[src/hpm_pkg.sv]
// ----------------------------------------------------------------------------
// hpm_pkg
// Shared types, constants and Q16.32 saturating helpers of the master step.
// ----------------------------------------------------------------------------
package hpm_pkg;

    localparam int QW        = 48;
    localparam int FRAC      = 32;
    localparam int CFG_W     = 47;
    localparam int MUL_STEPS = QW;
    localparam int DIV_STEPS = QW + FRAC;

    typedef logic signed [QW-1:0] q_t;
    typedef logic [QW-1:0] mag_t;

    localparam q_t QMAX = {1'b0, {(QW-1){1'b1}}};
    localparam q_t QMIN = {1'b1, {(QW-1){1'b0}}};
    localparam q_t TICK_DIV = q_t'(1000);

    typedef enum logic [2:0] {
        CFG_MAX_FORCE   = 3'd0,
        CFG_ERROR_GAIN  = 3'd1,
        CFG_POS_SCALE   = 3'd2,
        CFG_SPRING      = 3'd3,
        CFG_CHANNEL_EN  = 3'd4,
        CFG_CONTROL_EN  = 3'd5
    } cfg_idx_t;

    typedef struct packed {
        q_t master_position;
        q_t slave_velocity;
        q_t slave_velocity_energy;
        q_t virtual_force;
        q_t obstacle_force;
        q_t obstacle_energy;
        q_t speed_force;
        q_t speed_force_energy;
    } meas_word_t;

    typedef struct packed {
        q_t force_command;
        q_t command_position;
        q_t command_velocity;
        q_t error_force;
        q_t command_energy;
    } cmd_word_t;

    typedef enum logic [5:0] {
        ST_IDLE, ST_X, ST_V,
        ST_CE_M1, ST_CE_M2, ST_CE_ADD, ST_CP_M,
        ST_VE_SUB, ST_VE_M, ST_VE_OBS, ST_VE_TK, ST_VE_SUBE, ST_VE_CHK,
        ST_VE_RB, ST_VE_NUM, ST_VE_DIV, ST_VE_SUB2, ST_VE_M2, ST_VE_M3, ST_VE_SUBE2,
        ST_FC_OBS, ST_FC_TK, ST_FC_SUBE, ST_FC_CHK, ST_FC_RB, ST_FC_NUM,
        ST_FC_DIV, ST_FC_M, ST_FC_SUBE2, ST_FC_NEXT,
        ST_SUM1, ST_SUM2,
        ST_MS_D, ST_MS_M, ST_MS_NET, ST_MS_V, ST_MS_DIV, ST_MS_P, ST_MS_D2, ST_MS_M2,
        ST_CLAMP, ST_OUT_M, ST_DONE
    } st_t;

    function automatic q_t qadd(q_t a, q_t b);
        logic signed [QW:0] s;
        begin
            s = {a[QW-1], a} + {b[QW-1], b};
            if (s[QW] != s[QW-1])
                return s[QW] ? QMIN : QMAX;
            return s[QW-1:0];
        end
    endfunction

    function automatic q_t qsub(q_t a, q_t b);
        logic signed [QW:0] s;
        begin
            s = {a[QW-1], a} - {b[QW-1], b};
            if (s[QW] != s[QW-1])
                return s[QW] ? QMIN : QMAX;
            return s[QW-1:0];
        end
    endfunction

    function automatic q_t qneg(q_t a);
        begin
            if (a == QMIN)
                return QMAX;
            return -a;
        end
    endfunction

    function automatic q_t qsat10(q_t a);
        logic signed [QW+3:0] w;
        logic signed [QW+3:0] p;
        begin
            w = {{4{a[QW-1]}}, a};
            p = (w <<< 3) + (w <<< 1);
            if (p[QW+3:QW-1] != {5{p[QW+3]}})
                return p[QW+3] ? QMIN : QMAX;
            return p[QW-1:0];
        end
    endfunction

    function automatic logic pos_product(q_t a, q_t b);
        begin
            return (a != '0) && (b != '0) && (a[QW-1] == b[QW-1]);
        end
    endfunction

    function automatic mag_t qmag(q_t a);
        begin
            return a[QW-1] ? mag_t'(-a) : mag_t'(a);
        end
    endfunction

endpackage

[src/hpm_div.sv]
// ----------------------------------------------------------------------------
// hpm_div
// Bit-serial restoring divider: Q16.32 quotient or plain integer quotient.
// ----------------------------------------------------------------------------
module hpm_div (
    input  logic          clk,
    input  logic          rst_n,
    input  logic          start,
    input  logic          int_mode,
    input  hpm_pkg::q_t   n,
    input  hpm_pkg::q_t   d,
    output logic          done,
    output hpm_pkg::q_t   y
);

    localparam int DW = hpm_pkg::DIV_STEPS;

    logic                 busy_reg, busy_next;
    logic                 done_reg, done_next;
    logic [6:0]           cnt_reg, cnt_next;
    logic [DW-1:0]        num_reg, num_next;
    hpm_pkg::mag_t        md_reg, md_next;
    hpm_pkg::mag_t        r_reg, r_next;
    logic [hpm_pkg::QW-1:0] q_reg, q_next;
    logic                 ovf_reg, ovf_next;
    logic                 neg_reg, neg_next;
    hpm_pkg::q_t          y_reg, y_next;
    logic [hpm_pkg::QW:0] r_sh;
    logic                 ge;
    logic [hpm_pkg::QW:0] r_new;
    logic [hpm_pkg::QW:0] nq;
    logic                 big;
    hpm_pkg::q_t          fin;

    always_ff @(posedge clk or negedge rst_n)
    begin
        if (!rst_n)
        begin
            busy_reg <= 1'b0;
            done_reg <= 1'b0;
            cnt_reg  <= '0;
        end
        else
        begin
            busy_reg <= busy_next;
            done_reg <= done_next;
            cnt_reg  <= cnt_next;
        end
    end

    always_ff @(posedge clk)
    begin
        num_reg <= num_next;
        md_reg  <= md_next;
        r_reg   <= r_next;
        q_reg   <= q_next;
        ovf_reg <= ovf_next;
        neg_reg <= neg_next;
        y_reg   <= y_next;
    end

    always_comb
    begin
        r_sh  = {r_reg, num_reg[DW-1]};
        ge    = r_sh >= {1'b0, md_reg};
        r_new = ge ? (r_sh - {1'b0, md_reg}) : r_sh;
        nq    = {q_reg, ge};
        big   = ovf_reg || q_reg[hpm_pkg::QW-1];
        if (neg_reg)
            fin = big ? hpm_pkg::QMIN : -hpm_pkg::q_t'(q_reg);
        else
            fin = big ? hpm_pkg::QMAX : hpm_pkg::q_t'(q_reg);

        busy_next = busy_reg;
        done_next = 1'b0;
        cnt_next  = cnt_reg;
        num_next  = num_reg;
        md_next   = md_reg;
        r_next    = r_reg;
        q_next    = q_reg;
        ovf_next  = ovf_reg;
        neg_next  = neg_reg;
        y_next    = y_reg;

        if (start)
        begin
            busy_next = 1'b1;
            cnt_next  = '0;
            if (int_mode)
                num_next = {{hpm_pkg::FRAC{1'b0}}, hpm_pkg::qmag(n)};
            else
                num_next = {hpm_pkg::qmag(n), {hpm_pkg::FRAC{1'b0}}};
            md_next   = hpm_pkg::qmag(d);
            r_next    = '0;
            q_next    = '0;
            ovf_next  = 1'b0;
            neg_next  = n[hpm_pkg::QW-1] ^ d[hpm_pkg::QW-1];
        end
        else if (busy_reg)
        begin
            if (cnt_reg == 7'(DW))
            begin
                busy_next = 1'b0;
                done_next = 1'b1;
                y_next    = fin;
            end
            else
            begin
                num_next = {num_reg[DW-2:0], 1'b0};
                r_next   = r_new[hpm_pkg::QW-1:0];
                if (!ovf_reg)
                begin
                    if (nq > {1'b0, 1'b1, {(hpm_pkg::QW-1){1'b0}}})
                        ovf_next = 1'b1;
                    else
                        q_next = nq[hpm_pkg::QW-1:0];
                end
                cnt_next = cnt_reg + 7'd1;
            end
        end
    end

    assign done = done_reg;
    assign y    = y_reg;

endmodule

[config.mk]
export PLATFORM = sky130hd
export DESIGN_NAME = hpm_div
export DESIGN_NICKNAME = d
export VERILOG_FILES = /design/src/hpm_pkg.sv /design/src/hpm_div.sv
export SDC_FILE = /design/constraint.sdc
export NUM_CORES = 1
export LEC_CHECK = 0
export BUFFER_PORTS_ARGS = -buffer_cell sky130_fd_sc_hd__buf_4
export CAP_MARGIN = 10
export CORE_MARGIN = 1
export CORE_UTILIZATION = 43
export DETAILED_ROUTE_END_ITERATION = 6
export GPL_TIMING_DRIVEN = 0
export HOLD_SLACK_MARGIN = 0.03
export SKIP_LAST_GASP = 1
export SYNTH_ARGS = -nofsm -noshare
export SYNTH_HDL_FRONTEND = slang
export SYNTH_SLANG_ARGS = --single-unit
[constraint.sdc]
create_clock -name clk -period 6.2 [get_ports clk]
set_input_delay 0.62 -clock clk [delete_from_list [all_inputs] [get_ports clk]]
set_output_delay 0.62 -clock clk [all_outputs]
set_load 0.02 [all_outputs]
# [Yosys cells after proc, flatten, opt, wreduce, memory -nomap -nowiden]
# Cells that the tools add are included.
[word_totals] reg_bits=283 out_inout_bits=49 input_bits=100 word_cells=52
[op_classes] mux=21 eq_ne=2 bitwise=5 magnitude_cmp=2 reduce_logical=6 n_addsub=5
[op_table] cell="$mux W80" n=4
[op_table] cell="$mux W48" n=5
[op_table] cell="$neg A48 Y48" n=3
[op_table] cell="$ge A49 B48 Y1" n=1
[op_table] cell="$gt A49 B48 Y1 const B" n=1
[op_table] cell="$sub A48 B48 Y48" n=1
[op_table] cell="$mux W47" n=1
[op_table] cell="$mux W7" n=3
[op_table] cell="$mux W1" n=8
[op_table] cell="$add A7 B1 Y7 const B" n=1
[op_table] cell="$eq A7 B7 Y1 const B" n=1
[op_table] cell="$not A1 Y1" n=4
[op_table] cell="$reduce_and A2 Y1" n=2
[op_table] cell="$reduce_and A4 Y1" n=1
[op_table] cell="$reduce_and A3 Y1" n=1
[op_table] cell="$ne A2 B2 Y1 const B" n=1
[op_table] cell="$reduce_bool A2 Y1" n=1
[op_table] cell="$logic_or A1 B1 Y1" n=1
[op_table] cell="$xor A1 B1 Y1" n=1

# [Logic depth before layout (Yosys ltp)]
[logic_depth] depth_word=4 ltp_mapped=14 depth_no_buf=12

# [Worst setup path after synthesis]
# No wires, ideal clock.
[synth_path] kind="input to register" from="in start" to="reg y_reg[0] (netlist: y[0]) (enable)" t_required_ns=5.677 path_stages=3 setup_slack_ns=1.063 arrival_ns=4.614 setup_time_ns=0.523 n_path_buf=2 cell_sequence="buf_1 clkbuf_1 nor3b_1"
[synth_between] elab_chain_len=2
[synth_lines] element="start: declaration" line_no="hpm_div.sv:8" source="input logic start,"
[synth_lines] element="$not A1 Y1 (no source line)"
[synth_lines] element="$reduce_and A3 Y1 (no source line)"
[synth_lines] element="end signal: assignment" line_no="hpm_div.sv:59" source="y_reg <= y_next;"
[synth_lines] element="end: declaration" line_no="hpm_div.sv:27" source="hpm_pkg::q_t y_reg, y_next;"
# Every way passes these cells.
# A chain may end at the register's enable or synchronous reset.

# [Worst setup path after layout]
[layout_path] from="reg md_reg[4]" to="reg q_reg[0] (netlist bit)"
[layout_between] elab_chain_len=4
[layout_lines] element="start: declaration" line_no="hpm_div.sv:22" source="hpm_pkg::mag_t md_reg, md_next;"
[layout_lines] element="start signal: assignment" line_no="hpm_div.sv:54" source="md_reg <= md_next;"
[layout_lines] element="$ge A49 B48 Y1 (*)" line_no="hpm_div.sv:65" source="ge = r_sh >= {1'b0, md_reg};"
[layout_lines] element="$gt A49 B48 Y1" line_no="hpm_div.sv:113" source="if (nq > {1'b0, 1'b1, {(hpm_pkg::QW-1){1'b0}}})"
[layout_lines] element="$not A1 Y1 (no source line)"
[layout_lines] element="$reduce_and A4 Y1 (no source line)"
[layout_lines] element="end signal: assignment" line_no="hpm_div.sv:56" source="q_reg <= q_next;"
[layout_lines] element="end: declaration" line_no="hpm_div.sv:24" source="logic [hpm_pkg::QW-1:0] q_reg, q_next;"
# Mark *: on every way between the ends. The rest lies on a longest branch, timed or not.

==> results by group <==
Synth
  – Yosys synthesis warning count: 0
  – Primary FF master, synth: sky130_fd_sc_hd__edfxtp_1
  – Most area-consuming cells after synthesis: sky130_fd_sc_hd__edfxtp_1 (32%), sky130_fd_sc_hd__dfxtp_1 (12%), sky130_fd_sc_hd__mux2i_1 (4.7%)
  – Fraction of registers with async set or reset after synthesis: 0.0318
  – Unique cell type count in the Yosys netlist: 75
  – Synthesized flop and latch total: 283
  – Area fraction of the dominant cell type after synthesis: 0.316
  – Cell type with the highest aggregate area in the netlist: sky130_fd_sc_hd__edfxtp_1
  – Sequential fraction of the synthesis area: 0.444
  – Post-synthesis cell count: 1,732
  – Number of enable-type register cells in the synthesized netlist: 177
  – Syn_nets: 1,886
  – Synthesized area per cell: 9.72 µm²
  – Cell area after synthesis: 0.0168 mm²

Clock network
  – Post-CTS Resized: 0
  – Buffers inserted during post-CTS setup optimization: 0
  – Reg clk slew, reported paths: 0.06 ns
  – TritonCTS clock tree: built
  – Post-CTS Hold Buffers: 1
  – Number of clock sinks: 283
  – Inserted Clock Buffers: 31
  – Maximum level of the CTS H-tree: 1
  – Worst-case clock buffer depth: 3
  – Clk Tree Root Cell: sky130_fd_sc_hd__clkbuf_16
  – Worst-skew pair later-pin latency: 0.57 ns

Route
  – Initial drt markers: 1,068
  – DRT Wirelength: 45,200 µm
  – DRC Markers: 0
  – Detailed Routing Iterations Pass 1: 6
  – Vias per Instance: 5.68
  – Routed length per placed instance: 18.4 µm
  – Remaining antenna violation count: 0
  – Via count: 14,000

Power
  – Pwr dens: 228 mW/mm²
  – Comb power frac: 0.114
  – Peak supply drop: 0.239 mV
  – Clk network pwr share: 0.411
  – Standby leakage power: 8.03 nW
  – Share of power burned in registers: 0.475
  – Net load switching power: 1.11 mW
  – Switching power share of the total: 0.247
  – Internal portion of total power: 3.39 mW

Layout
  – Filler Cell Count: 3,588
  – Flip-flop count of the largest register after layout: 80
  – Ant diodes: 0
  – Final std cell area, no fill: 0.0197 mm²
  – Area used by sequential logic in the layout: 0.00748 mm²
  – Post-synthesis to final-layout area growth: 17.1%
  – Footprint of the multi-input gates: 0.00862 mm²
  – Cell Count, Final, Fillers Out: 2,461
  – Utilization after layout: 0.510
  – Share of cells above drive strength 1: 0.128
  – Layout Nets: 2,073

Die
  – Initial core utilization: 0.436
  – Cell row count: 72
  – Top-Level Pins: 149
  – Core area: 0.0386 mm²
  – Horiz. Die Dim: 200 µm
  – Floorplan die area: 0.0399 mm²
  – Die height: 200 µm

Timing
  – Number of hold-slack violations in the final timing report: 0
  – RSZ-0062 raised after global routing: false
  – Fin crit period: 3.90 ns
  – Setup violation total in the final timing report: 0
  – Period utilisation layout: 0.629
  – Worst Tran Pin Value: 0.886 ns
  – Worst slew slack as a fraction of its limit: 0.409
  – Pins over their slew limit: 0
  – Max Freq: 0.257 GHz
  – Clock Skews: 0.0148 ns

Placement
  – Placement Cell Area: 0.0187 mm²
  – HPWL Detailed: 34,100 µm
  – Routability congestion estimate from global placement: 0.942
  – Count of input and output buffers: 148
  – Number of cells in the design after placement: 2,403

Global route
  – Remaining Overflow, GRT: 0
  – Maximum number of pins on one net before global-route repair: 67
  – Vias in the first global route: 13,700
  – Antenna violations before repair: 1
  – First-pass GRT wire length: 71,900 µm
  – Total routing resource utilization after global routing: 0.228

Critical path
  – Data arrival time of the critical path: 4.38 ns
  – Critical path type: reg2reg
  – Maximum fanout encountered on the critical timing path: 10
  – Required arrival time at the worst endpoint: 6.68 ns
  – Category of the worst setup path capture point: flip-flop
  – Startpoint class of the critical path: flip-flop

Worst hold path
  – Worst min path class: in2reg

Flow run
  – Number of violations of the max-capacitance limit: 0

Status
  – Result of the run: finished, final reports clean
## cells by family after synthesis
family | Yosys count | share of synthesized area
AOI/OAI and AO/OA | 459 | 0.186
xor gates and xnor gates | 164 | 0.0853
adders and majority gates | 54 | 0.0406
buffers and inverters | 176 | 0.0441
DFF | 283 | 0.444
muxes | 88 | 0.0530
and+or+nand+nor | 508 | 0.147
## synth_stat cells, types with 14 or more instances
library cell,number
sky130_fd_sc_hd__a32oi_1,14
sky130_fd_sc_hd__xnor2_1,84
sky130_fd_sc_hd__or3_1,28
sky130_fd_sc_hd__edfxtp_1,177
sky130_fd_sc_hd__o31ai_1,39
sky130_fd_sc_hd__a21o_1,31
sky130_fd_sc_hd__a221o_1,15
sky130_fd_sc_hd__inv_1,81
sky130_fd_sc_hd__mux2i_1,79
sky130_fd_sc_hd__o2bb2ai_1,44
sky130_fd_sc_hd__dfxtp_1,97
sky130_fd_sc_hd__o21ai_0,134
sky130_fd_sc_hd__nand2_1,195
sky130_fd_sc_hd__o41ai_1,26
sky130_fd_sc_hd__nor2_1,111
sky130_fd_sc_hd__nor4_1,14
sky130_fd_sc_hd__nand3_1,25
sky130_fd_sc_hd__ha_1,53
sky130_fd_sc_hd__a21oi_1,74
sky130_fd_sc_hd__nand2b_1,18
sky130_fd_sc_hd__xor2_1,80
sky130_fd_sc_hd__clkbuf_1,80
sky130_fd_sc_hd__nor3_1,24
sky130_fd_sc_hd__nand4_1,23
## path summary, 6_finish.rpt
check,start,end,slack (ns),cells after the start
worst max-delay path,md_reg[4],q_reg[0],2.30,12
worst min-delay path,d[0],md_reg[0],0.26,1
worst max register to register,md_reg[4],q_reg[0],2.30,12
worst min register to register,r_reg[28],r_reg[28],0.48,2
max in group asynchronous,rst_n,cnt_reg[5],5.61,2
min in group asynchronous,rst_n,cnt_reg[6],0.43,2
## per-layer routing
layer,wire [µm],GRT usage,up-vias
met1,21200,0.317,6702
met5,17,0,-
li1,-,-,6780
met3,2470,0.0370,75
met4,1300,0.0729,2
met2,20200,0.362,410
## cell usage in the layout, fill, tap and decap left out, drive strengths merged, types with 10 or more instances in the layout
cell type  instances
a211oi            11
a21o              31
a21oi             74
a221o             15
a32oi             14
and3              12
buf              168
clkbuf           124
clkinv            10
dfxtp             97
edfxtp           177
ha                53
inv               82
mux2i             79
nand2            196
nand2b            18
nand3             25
nand4             23
nor2             112
nor3              25
nor4              17
o21ai            136
o21bai            12
o2bb2ai           44
o31ai             43
o41ai             26
or3               30
or4               15
xnor2             84
xor2              80
## critical path, cell delays in order, from the launching register on
cell and delay [ns]:
sky130_fd_sc_hd__edfxtp_1 0.34, sky130_fd_sc_hd__inv_1 0.05, sky130_fd_sc_hd__ha_1 0.37, sky130_fd_sc_hd__nand3_1 0.20, sky130_fd_sc_hd__o21bai_1 0.28, sky130_fd_sc_hd__a211oi_1 0.34, sky130_fd_sc_hd__o21ai_0 0.29, sky130_fd_sc_hd__a21oi_1 0.29
sky130_fd_sc_hd__nor2_1 0.12, sky130_fd_sc_hd__o21ai_2 0.42, sky130_fd_sc_hd__clkbuf_1 0.67, sky130_fd_sc_hd__nor2_1 0.15, sky130_fd_sc_hd__a221oi_1 0.29
## metrics by stage
step	total power [mW]	setup WS [ns]	hold slack (ns)	TNS [ns]
floorplan	2.48	1.06	0.324	0
CTS	4.54	2.37	0.230	0
global placement	2.68	-1.14	0.466	-54.52
global route	4.68	2.09	0.235	0
finish	4.50	2.30	0.257	0
detailed placement	2.69	2.17	0.462	0
## power by group through the flow
stage | Combinational [mW] | Sequential (mW) | Clock, mW
after floorplan | 0.318 | 2.16 | 0
after global placement | 0.503 | 2.18 | 0
after detailed placement | 0.508 | 2.18 | 0
after CTS | 0.512 | 2.14 | 1.89
after global routing | 0.566 | 2.15 | 1.96
final | 0.513 | 2.14 | 1.85
## area by class of cell
class	instances	area share
buffer	95	0.0222
clock buffer	44	0.0470
clock inverter	13	0.00552
inverter	81	0.0155
multi-input combinational	1273	0.437
sequential	283	0.379
tap	518	0.0329
timing repair buffer	154	0.0605
(Power assumes the default switching activity.)
