===== config.mk =====
export PLATFORM = sky130hd
export DESIGN_NAME = hpm_mul
export DESIGN_NICKNAME = d
export VERILOG_FILES = /design/src/hpm_pkg.sv /design/src/hpm_mul.sv
export SDC_FILE = /design/constraint.sdc
export NUM_CORES = 1
export LEC_CHECK = 0
export BUFFER_PORTS_ARGS = -buffer_cell sky130_fd_sc_hd__buf_4
export CAP_MARGIN = 0
export CORE_MARGIN = 2
export CORE_UTILIZATION = 60
export CTS_CLUSTER_SIZE = 20
export DETAILED_ROUTE_END_ITERATION = 10
export PLACE_DENSITY = 0.82
export SYNTH_ARGS = -nofsm -noshare
export SYNTH_HDL_FRONTEND = slang
export SYNTH_SLANG_ARGS = --single-unit

===== constraint.sdc =====
create_clock -name clk -period 5.7 [get_ports clk]
set_clock_uncertainty 0.1 [all_clocks]
set_input_delay 0.285 -clock clk [delete_from_list [all_inputs] [get_ports clk]]
set_output_delay 0.285 -clock clk [all_outputs]
set_load 0.03 [all_outputs]

===== src/hpm_pkg.sv =====
// ----------------------------------------------------------------------------
// hpm_pkg
// Shared types, constants and Q16.32 saturating helpers of the master step.
// ----------------------------------------------------------------------------
package hpm_pkg;

    localparam int QW        = 48;
    localparam int FRAC      = 32;
    localparam int CFG_W     = 47;
    localparam int MUL_STEPS = QW;
    localparam int DIV_STEPS = QW + FRAC;

    typedef logic signed [QW-1:0] q_t;
    typedef logic [QW-1:0] mag_t;

    localparam q_t QMAX = {1'b0, {(QW-1){1'b1}}};
    localparam q_t QMIN = {1'b1, {(QW-1){1'b0}}};
    localparam q_t TICK_DIV = q_t'(1000);

    typedef enum logic [2:0] {
        CFG_MAX_FORCE   = 3'd0,
        CFG_ERROR_GAIN  = 3'd1,
        CFG_POS_SCALE   = 3'd2,
        CFG_SPRING      = 3'd3,
        CFG_CHANNEL_EN  = 3'd4,
        CFG_CONTROL_EN  = 3'd5
    } cfg_idx_t;

    typedef struct packed {
        q_t master_position;
        q_t slave_velocity;
        q_t slave_velocity_energy;
        q_t virtual_force;
        q_t obstacle_force;
        q_t obstacle_energy;
        q_t speed_force;
        q_t speed_force_energy;
    } meas_word_t;

    typedef struct packed {
        q_t force_command;
        q_t command_position;
        q_t command_velocity;
        q_t error_force;
        q_t command_energy;
    } cmd_word_t;

    typedef enum logic [5:0] {
        ST_IDLE, ST_X, ST_V,
        ST_CE_M1, ST_CE_M2, ST_CE_ADD, ST_CP_M,
        ST_VE_SUB, ST_VE_M, ST_VE_OBS, ST_VE_TK, ST_VE_SUBE, ST_VE_CHK,
        ST_VE_RB, ST_VE_NUM, ST_VE_DIV, ST_VE_SUB2, ST_VE_M2, ST_VE_M3, ST_VE_SUBE2,
        ST_FC_OBS, ST_FC_TK, ST_FC_SUBE, ST_FC_CHK, ST_FC_RB, ST_FC_NUM,
        ST_FC_DIV, ST_FC_M, ST_FC_SUBE2, ST_FC_NEXT,
        ST_SUM1, ST_SUM2,
        ST_MS_D, ST_MS_M, ST_MS_NET, ST_MS_V, ST_MS_DIV, ST_MS_P, ST_MS_D2, ST_MS_M2,
        ST_CLAMP, ST_OUT_M, ST_DONE
    } st_t;

    function automatic q_t qadd(q_t a, q_t b);
        logic signed [QW:0] s;
        begin
            s = {a[QW-1], a} + {b[QW-1], b};
            if (s[QW] != s[QW-1])
                return s[QW] ? QMIN : QMAX;
            return s[QW-1:0];
        end
    endfunction

    function automatic q_t qsub(q_t a, q_t b);
        logic signed [QW:0] s;
        begin
            s = {a[QW-1], a} - {b[QW-1], b};
            if (s[QW] != s[QW-1])
                return s[QW] ? QMIN : QMAX;
            return s[QW-1:0];
        end
    endfunction

    function automatic q_t qneg(q_t a);
        begin
            if (a == QMIN)
                return QMAX;
            return -a;
        end
    endfunction

    function automatic q_t qsat10(q_t a);
        logic signed [QW+3:0] w;
        logic signed [QW+3:0] p;
        begin
            w = {{4{a[QW-1]}}, a};
            p = (w <<< 3) + (w <<< 1);
            if (p[QW+3:QW-1] != {5{p[QW+3]}})
                return p[QW+3] ? QMIN : QMAX;
            return p[QW-1:0];
        end
    endfunction

    function automatic logic pos_product(q_t a, q_t b);
        begin
            return (a != '0) && (b != '0) && (a[QW-1] == b[QW-1]);
        end
    endfunction

    function automatic mag_t qmag(q_t a);
        begin
            return a[QW-1] ? mag_t'(-a) : mag_t'(a);
        end
    endfunction

endpackage


===== src/hpm_mul.sv =====
// ----------------------------------------------------------------------------
// hpm_mul
// Bit-serial Q16.32 multiplier: one multiplier bit per cycle, saturated result.
// ----------------------------------------------------------------------------
module hpm_mul (
    input  logic          clk,
    input  logic          rst_n,
    input  logic          start,
    input  hpm_pkg::q_t   a,
    input  hpm_pkg::q_t   b,
    output logic          done,
    output hpm_pkg::q_t   y
);

    logic                 busy_reg, busy_next;
    logic                 done_reg, done_next;
    logic [5:0]           cnt_reg, cnt_next;
    hpm_pkg::mag_t        ma_reg, ma_next;
    hpm_pkg::mag_t        hi_reg, hi_next;
    hpm_pkg::mag_t        lo_reg, lo_next;
    logic                 neg_reg, neg_next;
    hpm_pkg::q_t          y_reg, y_next;
    logic [hpm_pkg::QW:0] sum;
    logic [2*hpm_pkg::QW-1:0] prod;
    logic                 big;
    hpm_pkg::mag_t        m;
    hpm_pkg::q_t          fin;

    always_ff @(posedge clk or negedge rst_n)
    begin
        if (!rst_n)
        begin
            busy_reg <= 1'b0;
            done_reg <= 1'b0;
            cnt_reg  <= '0;
        end
        else
        begin
            busy_reg <= busy_next;
            done_reg <= done_next;
            cnt_reg  <= cnt_next;
        end
    end

    always_ff @(posedge clk)
    begin
        ma_reg  <= ma_next;
        hi_reg  <= hi_next;
        lo_reg  <= lo_next;
        neg_reg <= neg_next;
        y_reg   <= y_next;
    end

    always_comb
    begin
        sum  = {1'b0, hi_reg} + (lo_reg[0] ? {1'b0, ma_reg} : '0);
        prod = {hi_reg, lo_reg};
        big  = |prod[2*hpm_pkg::QW-1:hpm_pkg::QW+hpm_pkg::FRAC-1];
        m    = prod[hpm_pkg::QW+hpm_pkg::FRAC-1:hpm_pkg::FRAC];
        if (neg_reg)
            fin = big ? hpm_pkg::QMIN : -hpm_pkg::q_t'(m);
        else
            fin = big ? hpm_pkg::QMAX : hpm_pkg::q_t'(m);

        busy_next = busy_reg;
        done_next = 1'b0;
        cnt_next  = cnt_reg;
        ma_next   = ma_reg;
        hi_next   = hi_reg;
        lo_next   = lo_reg;
        neg_next  = neg_reg;
        y_next    = y_reg;

        if (start)
        begin
            busy_next = 1'b1;
            cnt_next  = '0;
            ma_next   = hpm_pkg::qmag(a);
            hi_next   = '0;
            lo_next   = hpm_pkg::qmag(b);
            neg_next  = a[hpm_pkg::QW-1] ^ b[hpm_pkg::QW-1];
        end
        else if (busy_reg)
        begin
            if (cnt_reg == 6'(hpm_pkg::MUL_STEPS))
            begin
                busy_next = 1'b0;
                done_next = 1'b1;
                y_next    = fin;
            end
            else
            begin
                hi_next  = sum[hpm_pkg::QW:1];
                lo_next  = {sum[0], lo_reg[hpm_pkg::QW-1:1]};
                cnt_next = cnt_reg + 6'd1;
            end
        end
    end

    assign done = done_reg;
    assign y    = y_reg;

endmodule


==> After elaboration in Yosys (flattened, before gate mapping) <==
Index checks and enable logic that the tools add are counted.
{ "word_totals": {"input_bits": 99, "ff_bits": 201, "word_cells": 42, "output_inout_bits": 49} }
{ "classes": {"eq_ne": 2, "n_addsub": 5, "n_reduce_logical": 5, "muxes": 18, "bitwise": 3} }
{ "ops": {"columns": ["operator", "n"], "rows": [
  ["48-bit 2-to-1 mux", 8],
  ["48-bit negator", 3],
  ["48-bit by 48-bit adder with 49-bit output", 1],
  ["47-bit 2-to-1 mux", 1],
  ["6-bit 2-to-1 mux", 3],
  ["17-bit OR reduction", 1],
  ["6-bit by 1-bit adder with 6-bit output (second input constant)", 1],
  ["6-bit equality test (second input constant)", 1],
  ["1-bit 2-to-1 mux", 6],
  ["2-bit AND reduction", 2],
  ["3-bit AND reduction", 1],
  ["2-bit != test (second input constant)", 1],
  ["1-bit inverter", 2],
  ["2-bit nonzero test", 1],
  ["1-bit XOR", 1]
]} }

==> Logic depth before layout (Yosys ltp) <==
Gate-level depths: netlist of run 1.
{ "logic_depth": {"word_depth": 5, "ltp_mapped": 14} }

==> Worst setup path after synthesis of run 1 <==
Ideal clock, no wire load.
{ "synth_timing": {"path_type": "reg-to-reg", "from": "register cnt_reg[0]", "to": "register y_reg[0], in the netlist y[0] (enable)", "slack_ps": 758, "n_path_buf": 0, "path_stages_with_launch": 5, "arrival_time_ps": 4319, "setup_time_ps": 523, "period_less_slack_ps": 4942, "cell_sequence": "dfrtp_1 inv_1 ha_1 nand4_1 nor3b_1"} }
{ "synth_via": {"elab_chain_cells": 2} }
{ "synth_rtl": {"columns": ["element", "line", "text"], "rows": [
  ["from (decl)", "hpm_mul.sv:17", "logic [5:0] cnt_reg, cnt_next;"],
  ["from (signal assigned)", "hpm_mul.sv:41", "cnt_reg <= cnt_next;"],
  ["6-bit equality test", "hpm_mul.sv:85", "if (cnt_reg == 6'(hpm_pkg::MUL_STEPS))"],
  ["3-bit AND reduction (no line)", null, null],
  ["to (signal assigned)", "hpm_mul.sv:51", "y_reg <= y_next;"],
  ["to (decl)", "hpm_mul.sv:22", "hpm_pkg::q_t y_reg, y_next;"]
]} }
Every way passes these cells.
A chain may end at the register's enable or synchronous reset.

==> Worst setup path in the final report of run 1 <==
{ "layout_timing": {"from": "register lo_reg[0]", "to": "register hi_reg[39]"} }
{ "layout_via": {"elab_chain_cells": 2} }
{ "layout_rtl": {"columns": ["element", "line", "text"], "rows": [
  ["from (decl)", "hpm_mul.sv:20", "hpm_pkg::mag_t lo_reg, lo_next;"],
  ["from (signal assigned)", "hpm_mul.sv:49", "lo_reg <= lo_next;"],
  ["48-bit 2-to-1 mux", "hpm_mul.sv:56", "sum = {1'b0, hi_reg} + (lo_reg[0] ? {1'b0, ma_reg} : '0);"],
  ["48-bit by 48-bit adder with 49-bit output", "hpm_mul.sv:56", null],
  ["to (signal assigned)", "hpm_mul.sv:48", "hi_reg <= hi_next;"],
  ["to (decl)", "hpm_mul.sv:19", "hpm_pkg::mag_t hi_reg, hi_next;"]
]} }
Every way passes these cells.

==> metrics.md, run 1 <==
| Metric | Value |
|---|---|
| Status | finished, final reports clean |
| First-pass GRT wire length | between 50000 and 60000 um |
| Layout cells sized above 1 | 0.143 |
| GRT Total Usage | 0.279 |
| Commonest non-fill, non-tap cell in the layout | nand2_1 |
| Die X | about 150 um |
| Placed cells | 1768 |
| WL per Instance | between 15 and 20 um |
| Startpoint Class | register |
| DRC viols | 0 |
| Logic gate share of total power | 0.312 |
| Sw frac | 0.351 |
| Final Non-Filler Cells | 1839 |
| 1st-iter DRT viols | 952 |
| Max stage delay on crit path | 760 ps |
| Min Tclk post-route | between 4000 and 5000 ps |
| CTS tree | yes |
| CP Buf/Inv Count | 0 |
| Pint | roughly 0.0032 W |
| Sequential area share after synthesis | 0.425 |
| Core ar. | between 20000 and 25000 um^2 |
| Final period util | 0.735 |
| Bufs on Longest Clock Path | 3 |
| Vias | 11200 |
| H-tree depth | 1 |
| Peak supply drop | between 150 and 200 uV |
| Yosys Warn Count | 0 |
| PortBufs | 147 |
| Sequential Power Share | 0.411 |
| Largest fanout on the critical path | 48 |
| Unrepaired setup endpoints after global routing | false |
| Pwr dens | 329 nW/um^2 |
| Worst hold slack | roughly 14 ps |
| Fmax | approximately 240 MHz |
| Setup TNS | 0 ps |
| Leading cell types in the layout, fill and taps excluded | nand2_1 (154), buf_4 (152), edfxtp_1 (145), o21ai_0 (130), nor2_1 (118) |
| Detailed Routing Iterations Pass 1 | 5 |
| Post-place setup slack | 1570 ps |
| Worst path most repeated cell | a21o_1 |
| Sw Pwr | between 0.0015 and 0.002 W |
| Post-CTS resize count | 0 |
| Netlist cell types | 67 |
| Vert. Die Dim | roughly 150 um |
| Die Footprint | ~23000 um^2 |
| Final hold viol count | 0 |
| Post-synthesis cell area | about 13000 um^2 |
| Gr ovfl total | 0 |
| Area leader, netlist | edfxtp_1 |
| Critical path type | reg -> reg |
| CTS root buffer | clkbuf_16 |
| Critical path arrival | about 4500 ps |
| Least-Margin Pin Slew | approximately 1200 ps |
| Area growth from synthesis to layout | 17.3% |
| CP top delay family | compound AO/OA/AOI/OAI gates |
| Register bit total from synthesis | approximately 200 |
| Vias/cell | just over 6 |
| Final #Nets | approximately 1700 |
| Worst-path clk slew | around 60 ps |
| I/O pin count | roughly 150 |
| Async S/R FF share, synth | 0.0398 |
| Critical Path RT | ~6000 ps |
| Vias in the first global route | around 10000 |
| Leak | just under 6 nW |
| Initial core utilization | 0.615 |
| Crit-path cells | and2_1, ha_1, fa_1, a21o_1, a221oi_1, o31a_1, a21o_1, a211oi_1, o211ai_1, a21oi_1, or3_1, a32o_1 |
| CTS buffer count | 22 |
| Row count | 53 |
| Filler Cell Count | 1600 |
| Slew margin rel. | 0.213 |
| Post-synth EDFFs | about 150 |
| Hold Crit Class | in -> reg |
| Avg Cell Area, Syn | roughly 9.2 um^2 |
| Post-route worst setup slack | between 1500 and 2000 ps |
| DRT Wirelength | between 30000 and 40000 um |
| Initial antenna violation count | 0 |
| Synth Flop Type | edfxtp_1 |
| Post-synth top area share | 0.336 |
| Slew Limit Fails | 0 |
| R2R Setup Slk | approximately 1500 ps |
| Crit-path slowest cell | edfxtp_1 |
| Top post-synthesis cells by area | edfxtp_1 (34%), dfxtp_1 (7.4%), xor2_1 (6.1%) |
| Clock Sinks | 201 |
| Largest net degree at the start of global routing | a little under 80 |
| RePlAce Congestion | slightly above 0.9 |
| Final setup fails | 0 |
| Worst Setup End Kind | register |
| Mapped Nets | around 1600 |
| N_diodes | 0 |
| Post-DP HPWL | ~23000 um |
| Clk_lat worst skew | roughly 500 ps |
| Cell count after synthesis | between 1000 and 1500 |
| Clock power frac | 0.277 |
| Maxcap violations | 0 |
| ANT nets after route | 0 |
[cells in the mapped netlist (all sizes together), types with 7 or more instances]
| master | n |
|---|---|
| inv | 32 |
| ha | 53 |
| xnor2 | 67 |
| a31oi | 8 |
| nand2b | 7 |
| nor2 | 119 |
| buf | 7 |
| nor2b | 8 |
| nand2 | 154 |
| or2 | 11 |
| a21oi | 106 |
| nor4 | 19 |
| or4 | 27 |
| edfxtp | 145 |
| o311ai | 21 |
| nor3 | 30 |
| a21o | 27 |
| o41ai | 18 |
| nand3 | 17 |
| xor2 | 91 |
| nand4 | 17 |
| dfrtp | 8 |
| o21bai | 8 |
| clkbuf | 63 |
| or3 | 29 |
| o21ai | 130 |
| o31ai | 33 |
| dfxtp | 48 |
| and2 | 50 |
[power groups by stage]
stage               clock network (W)  logic [W]  registers [W]
finish                        0.00139    0.00156        0.00206
global route                  0.00146    0.00173        0.00208
CTS                           0.00140    0.00153        0.00205
detailed placement                  0    0.00150        0.00208
global placement                    0    0.00148        0.00206
floorplan                           0    0.00114        0.00198
[routing by layer]
| layer | wire [um] | track usage | up-vias |
|---|---|---|---|
| met3 | 2520 | 0.0422 | 40 |
| met2 | 14600 | 0.449 | 453 |
| li1 | - | - | 5459 |
| met1 | 14200 | 0.403 | 5241 |
| met5 | 0 | 0 | - |
| met4 | 423 | 0.0570 | 0 |
[final cells by class]
cell class / instances / area (um^2) / share of cell area
clock buffers: 26 / 597 / 0.0393
clock inverters: 14 / 118 / 0.00774
inverters: 32 / 120 / 0.00790
multi-input cells: 1108 / 7060 / 0.464
flip-flops and latches: 201 / 5520 / 0.363
well taps: 275 / 344 / 0.0226
repair buffers: 183 / 1450 / 0.0955
[path summary, 6_finish.rpt]
check	startpoint	end	depth (start not counted)
max in group asynchronous	rst_n	done	2
worst max-delay path	lo_reg[0]	hi_reg[39]	12
worst min-delay path	a[25]	ma_reg[25]	2
worst min register to register	hi_reg[33]	hi_reg[33]	2
worst max register to register	lo_reg[0]	hi_reg[39]	12
min in group asynchronous	rst_n	cnt_reg[4]	2
[kinds of logic after synthesis]
kind of cell	count (synthesis)	share of synthesized area
adder cells (fa/ha/maj)	54	0.0527
XOR/XNOR	158	0.107
AND/OR/NAND/NOR	504	0.194
AO/OA/AOI/OAI	385	0.185
buffers and inverters	102	0.0308
flip-flops	201	0.425
multiplexers	7	0.00589
[through the flow]
stage,cell area (um^2),util,power (W)
after floorplan,13000,-,0.00312
after global placement,14200,0.672,0.00354
after detailed placement,14200,0.672,0.00357
after CTS,15200,0.721,0.00498
after global routing,15200,0.721,0.00528
final,15200,0.721,0.00500
[what timing repair did]
| action | CTS | global route |
|---|---|---|
| setup buffers | 0 | 0 |
| hold endpoints to repair | 38 | 0 |
| hold buffers | 31 | 0 |
| endpoints found under the setup margin | 0 | 0 |
Power figures use the tool's default switching activity.
==> inputs of run 2 (changes only) <==
- clock period: 5.7 -> 3.9 ns (I/O delays scaled with it)
==> metrics.md, run 2 (same netlist as run 1, synthesis figures left out) <==
| Metric | Value |
|---|---|
| Critical Path RT | 4040 ps (was 6000 ps) |
| Hold wc startpoint | b[33] (was a[25]) |
| Hold path endpoint | lo_reg[33] (was ma_reg[25]) |
| Worst hold slack | 9.91 ps (was 13.7 ps) |
| Final core utilization | 0.750 (was 0.721) |
| Logic gate share of total power | 0.317 (was 0.312) |
| Sw Pwr | 0.00258 W (was 0.00175 W) |
| Final period util | 0.980 |
| WL per Instance | 17.5 um (was 17.3 um) |
| Die Footprint | 22800 um^2 (unchanged) |
| ANT nets after route | 0 (unchanged) |
| Maxcap violations | 0 (unchanged) |
| CTS buffer count | 22 (unchanged) |
| Vert. Die Dim | 151 um (unchanged) |
| Core ar. | 21100 um^2 (unchanged) |
| N_diodes | 0 (unchanged) |
| Detailed Routing Iterations Pass 1 | 5 (unchanged) |
| 1st-iter DRT viols | 868 (was 952) |
| Die X | 151 um (unchanged) |
| Reg2Reg Depth | 9 (was 12) |
| Bufs on Longest Clock Path | 3 (unchanged) |
| Final setup fails | 0 (unchanged) |
| RePlAce Congestion | 0.966 (was 0.927) |
| Post-CTS setup buffers | 0 (unchanged) |
| H-tree depth | 1 (unchanged) |
| DRT Wirelength | 33200 um (was 31800 um) |
| Commonest non-fill, non-tap cell in the layout | buf_4 (was nand2_1) |
| Final hold viol count | 0 (unchanged) |
| Post-DP HPWL | 22900 um (was 23100 um) |
| Vias/cell | 6.04 (was 6.09) |
| Row count | 53 (unchanged) |
| Final #Nets | 1758 (was 1701) |
| RR Startpoint | lo_reg[34] (was lo_reg[0]) |
| Area occupied by multi-input gates | 7090 um^2 (was 7060 um^2) |
| First-pass GRT wire length | 51800 um (was 51500 um) |
| Slew Limit Fails | 0 (unchanged) |
| Min Tclk post-route | approximately 3800 ps |
| Post-place setup slack | 268 ps (was 1570 ps) |
| Sequential Power Share | 0.397 (was 0.411) |
| Worst-path clk slew | 60 ps (about the same) |
| Largest fanout on the critical path | 5 (was 48) |
| Unrepaired setup endpoints after global routing | false (unchanged) |
| Final Non-Filler Cells | 1896 (was 1839) |
| Clock Sinks | 201 (unchanged) |
| Vias | 11500 (was 11200) |
| CTS root buffer | clkbuf_16 (unchanged) |
| Fmax | 262 MHz |
| Slew margin rel. | 0.308 (was 0.213) |
| Critical path arrival | 3960 ps (was 4490 ps) |
| Worst Setup End Kind | register (unchanged) |
| RR Endpoint | y[45] (was hi_reg[39]) |
| GRT Total Usage | 0.283 (was 0.279) |
| Largest net degree at the start of global routing | 55 (was 79) |
| Reg area | 5520 um^2 (unchanged) |
| Layout cells sized above 1 | 0.149 (was 0.143) |
| Post-route worst setup slack | 77.1 ps (was 1510 ps) |
| Vias in the first global route | 10300 (about the same) |
| R2R Setup Slk | 230 ps (was 1510 ps) |
| Startpoint Class | input port (was register) |
| Peak supply drop | 290 uV (was 196 uV) |
| Sw frac | 0.344 (was 0.351) |
| Critical path type | in -> reg (was reg -> reg) |
| Hold path depth | 3 (was 2) |
| Initial antenna violation count | 0 (unchanged) |
| Clk_lat worst skew | 510 ps (was 500 ps) |
| Leak | 6.23 nW (was 5.96 nW) |
| Leading cell types in the layout, fill and taps excluded | buf_4 (167), nand2_1 (154), edfxtp_1 (145), o21ai_0 (130), nor2_1 (118) (was nand2_1 (154), buf_4 (152), edfxtp_1 (145), o21ai_0 (130), nor2_1 (118)) |
| I/O pin count | 148 (unchanged) |
| Gr ovfl total | 0 (unchanged) |
| Pwr dens | 473 nW/um^2 (was 329 nW/um^2) |
| Hold Crit Class | in -> reg (unchanged) |
| Initial core utilization | 0.615 (unchanged) |
| CTS tree | yes (unchanged) |
| Filler Cell Count | 1497 (was 1600) |
| Setup TNS | 0 ps (unchanged) |
| Least-Margin Pin Slew | 1040 ps (was 1180 ps) |
| Clock power frac | 0.286 (was 0.277) |
| Placed cells | 1783 (was 1768) |
| Status | finished, final reports clean (unchanged) |
| Pint | 0.00491 W (was 0.00325 W) |
| DRC viols | 0 (unchanged) |
| Area growth from synthesis to layout | 22.0% (was 17.3%) |
| PortBufs | 147 (unchanged) |
[run 2: cell types whose count changed in the layout (fill, tap and decap cells not counted), moves of 2 or more]
| cell | before | now |
|---|---|---|
| dlygate4sd3_1 | 31 | 73 |
| buf_4 | 152 | 167 |
| clkinv_4 | 5 | 2 |
| clkbuf_8 | 1 | 3 |
| clkinv_2 | 4 | 2 |
| nor4_1 | 17 | 15 |
| nor4_2 | 1 | 3 |
[run 2: final cells by class]
type,instances,area share
timing repair buffer,240,0.125
clock buffer,27,0.0392
sequential,201,0.349
clock inverter,13,0.00910
tap,275,0.0218
multi-input combinational,1108,0.448
inverter,32,0.00760
[run 2: power groups by stage]
stage | Combinational, W | Clock [W] | Sequential, W
6_report | 0.00237 | 0.00214 | 0.00297
5_1_grt | 0.00261 | 0.00225 | 0.00301
4_1_cts | 0.00232 | 0.00217 | 0.00296
3_5_place_dp | 0.00224 | 0 | 0.00300
3_3_place_gp | 0.00220 | 0 | 0.00299
2_1_floorplan | 0.00167 | 0 | 0.00289
[run 2: worst max-delay path by stage]
| stage | from | endpoint | depth (start not counted) |
|---|---|---|---|
| 5_1_grt | a[14] | ma_reg[45] | 11 |
| 3_3_place_gp | lo_reg[33] | y[45] | 9 |
| 2_1_floorplan | lo_reg[0] | hi_reg[39] | 14 |
| 6_report | a[14] | ma_reg[45] | 11 |
| 4_1_cts | a[13] | ma_reg[36] | 11 |
| 3_5_place_dp | lo_reg[33] | y[45] | 9 |
[run 2: worst max-delay path: stages]
cell,delay [ps]
dlygate4sd3_1,550
buf_4,150
or4_4,550
nor4_4,200
nand3b_1,150
or2_4,280
or4_4,530
or2_4,290
or4_4,530
o41ai_2,420
xnor2_1,120
[run 2: metrics by stage]
stage | total power, W | area (um^2)
2_1_floorplan | 0.00456 | 13000
3_3_place_gp | 0.00519 | 14300
3_5_place_dp | 0.00524 | 14300
4_1_cts | 0.00745 | 15800
5_1_grt | 0.00786 | 15800
6_report | 0.00748 | 15800
[run 2: routing by layer]
| metal | GRT usage | wire length [um] | up-vias |
|---|---|---|---|
| met2 | 0.467 | 15600 | 512 |
| li1 | - | - | 5565 |
| met4 | 0.0570 | 534 | 0 |
| met5 | 0 | 0 | - |
| met3 | 0.0262 | 2220 | 53 |
| met1 | 0.409 | 14900 | 5320 |
[run 2: timing repair]
action,CTS,global route
setup endpoints to repair,0,3
hold buffers,73,0
hold endpoints to repair,76,0
resized for setup,0,3
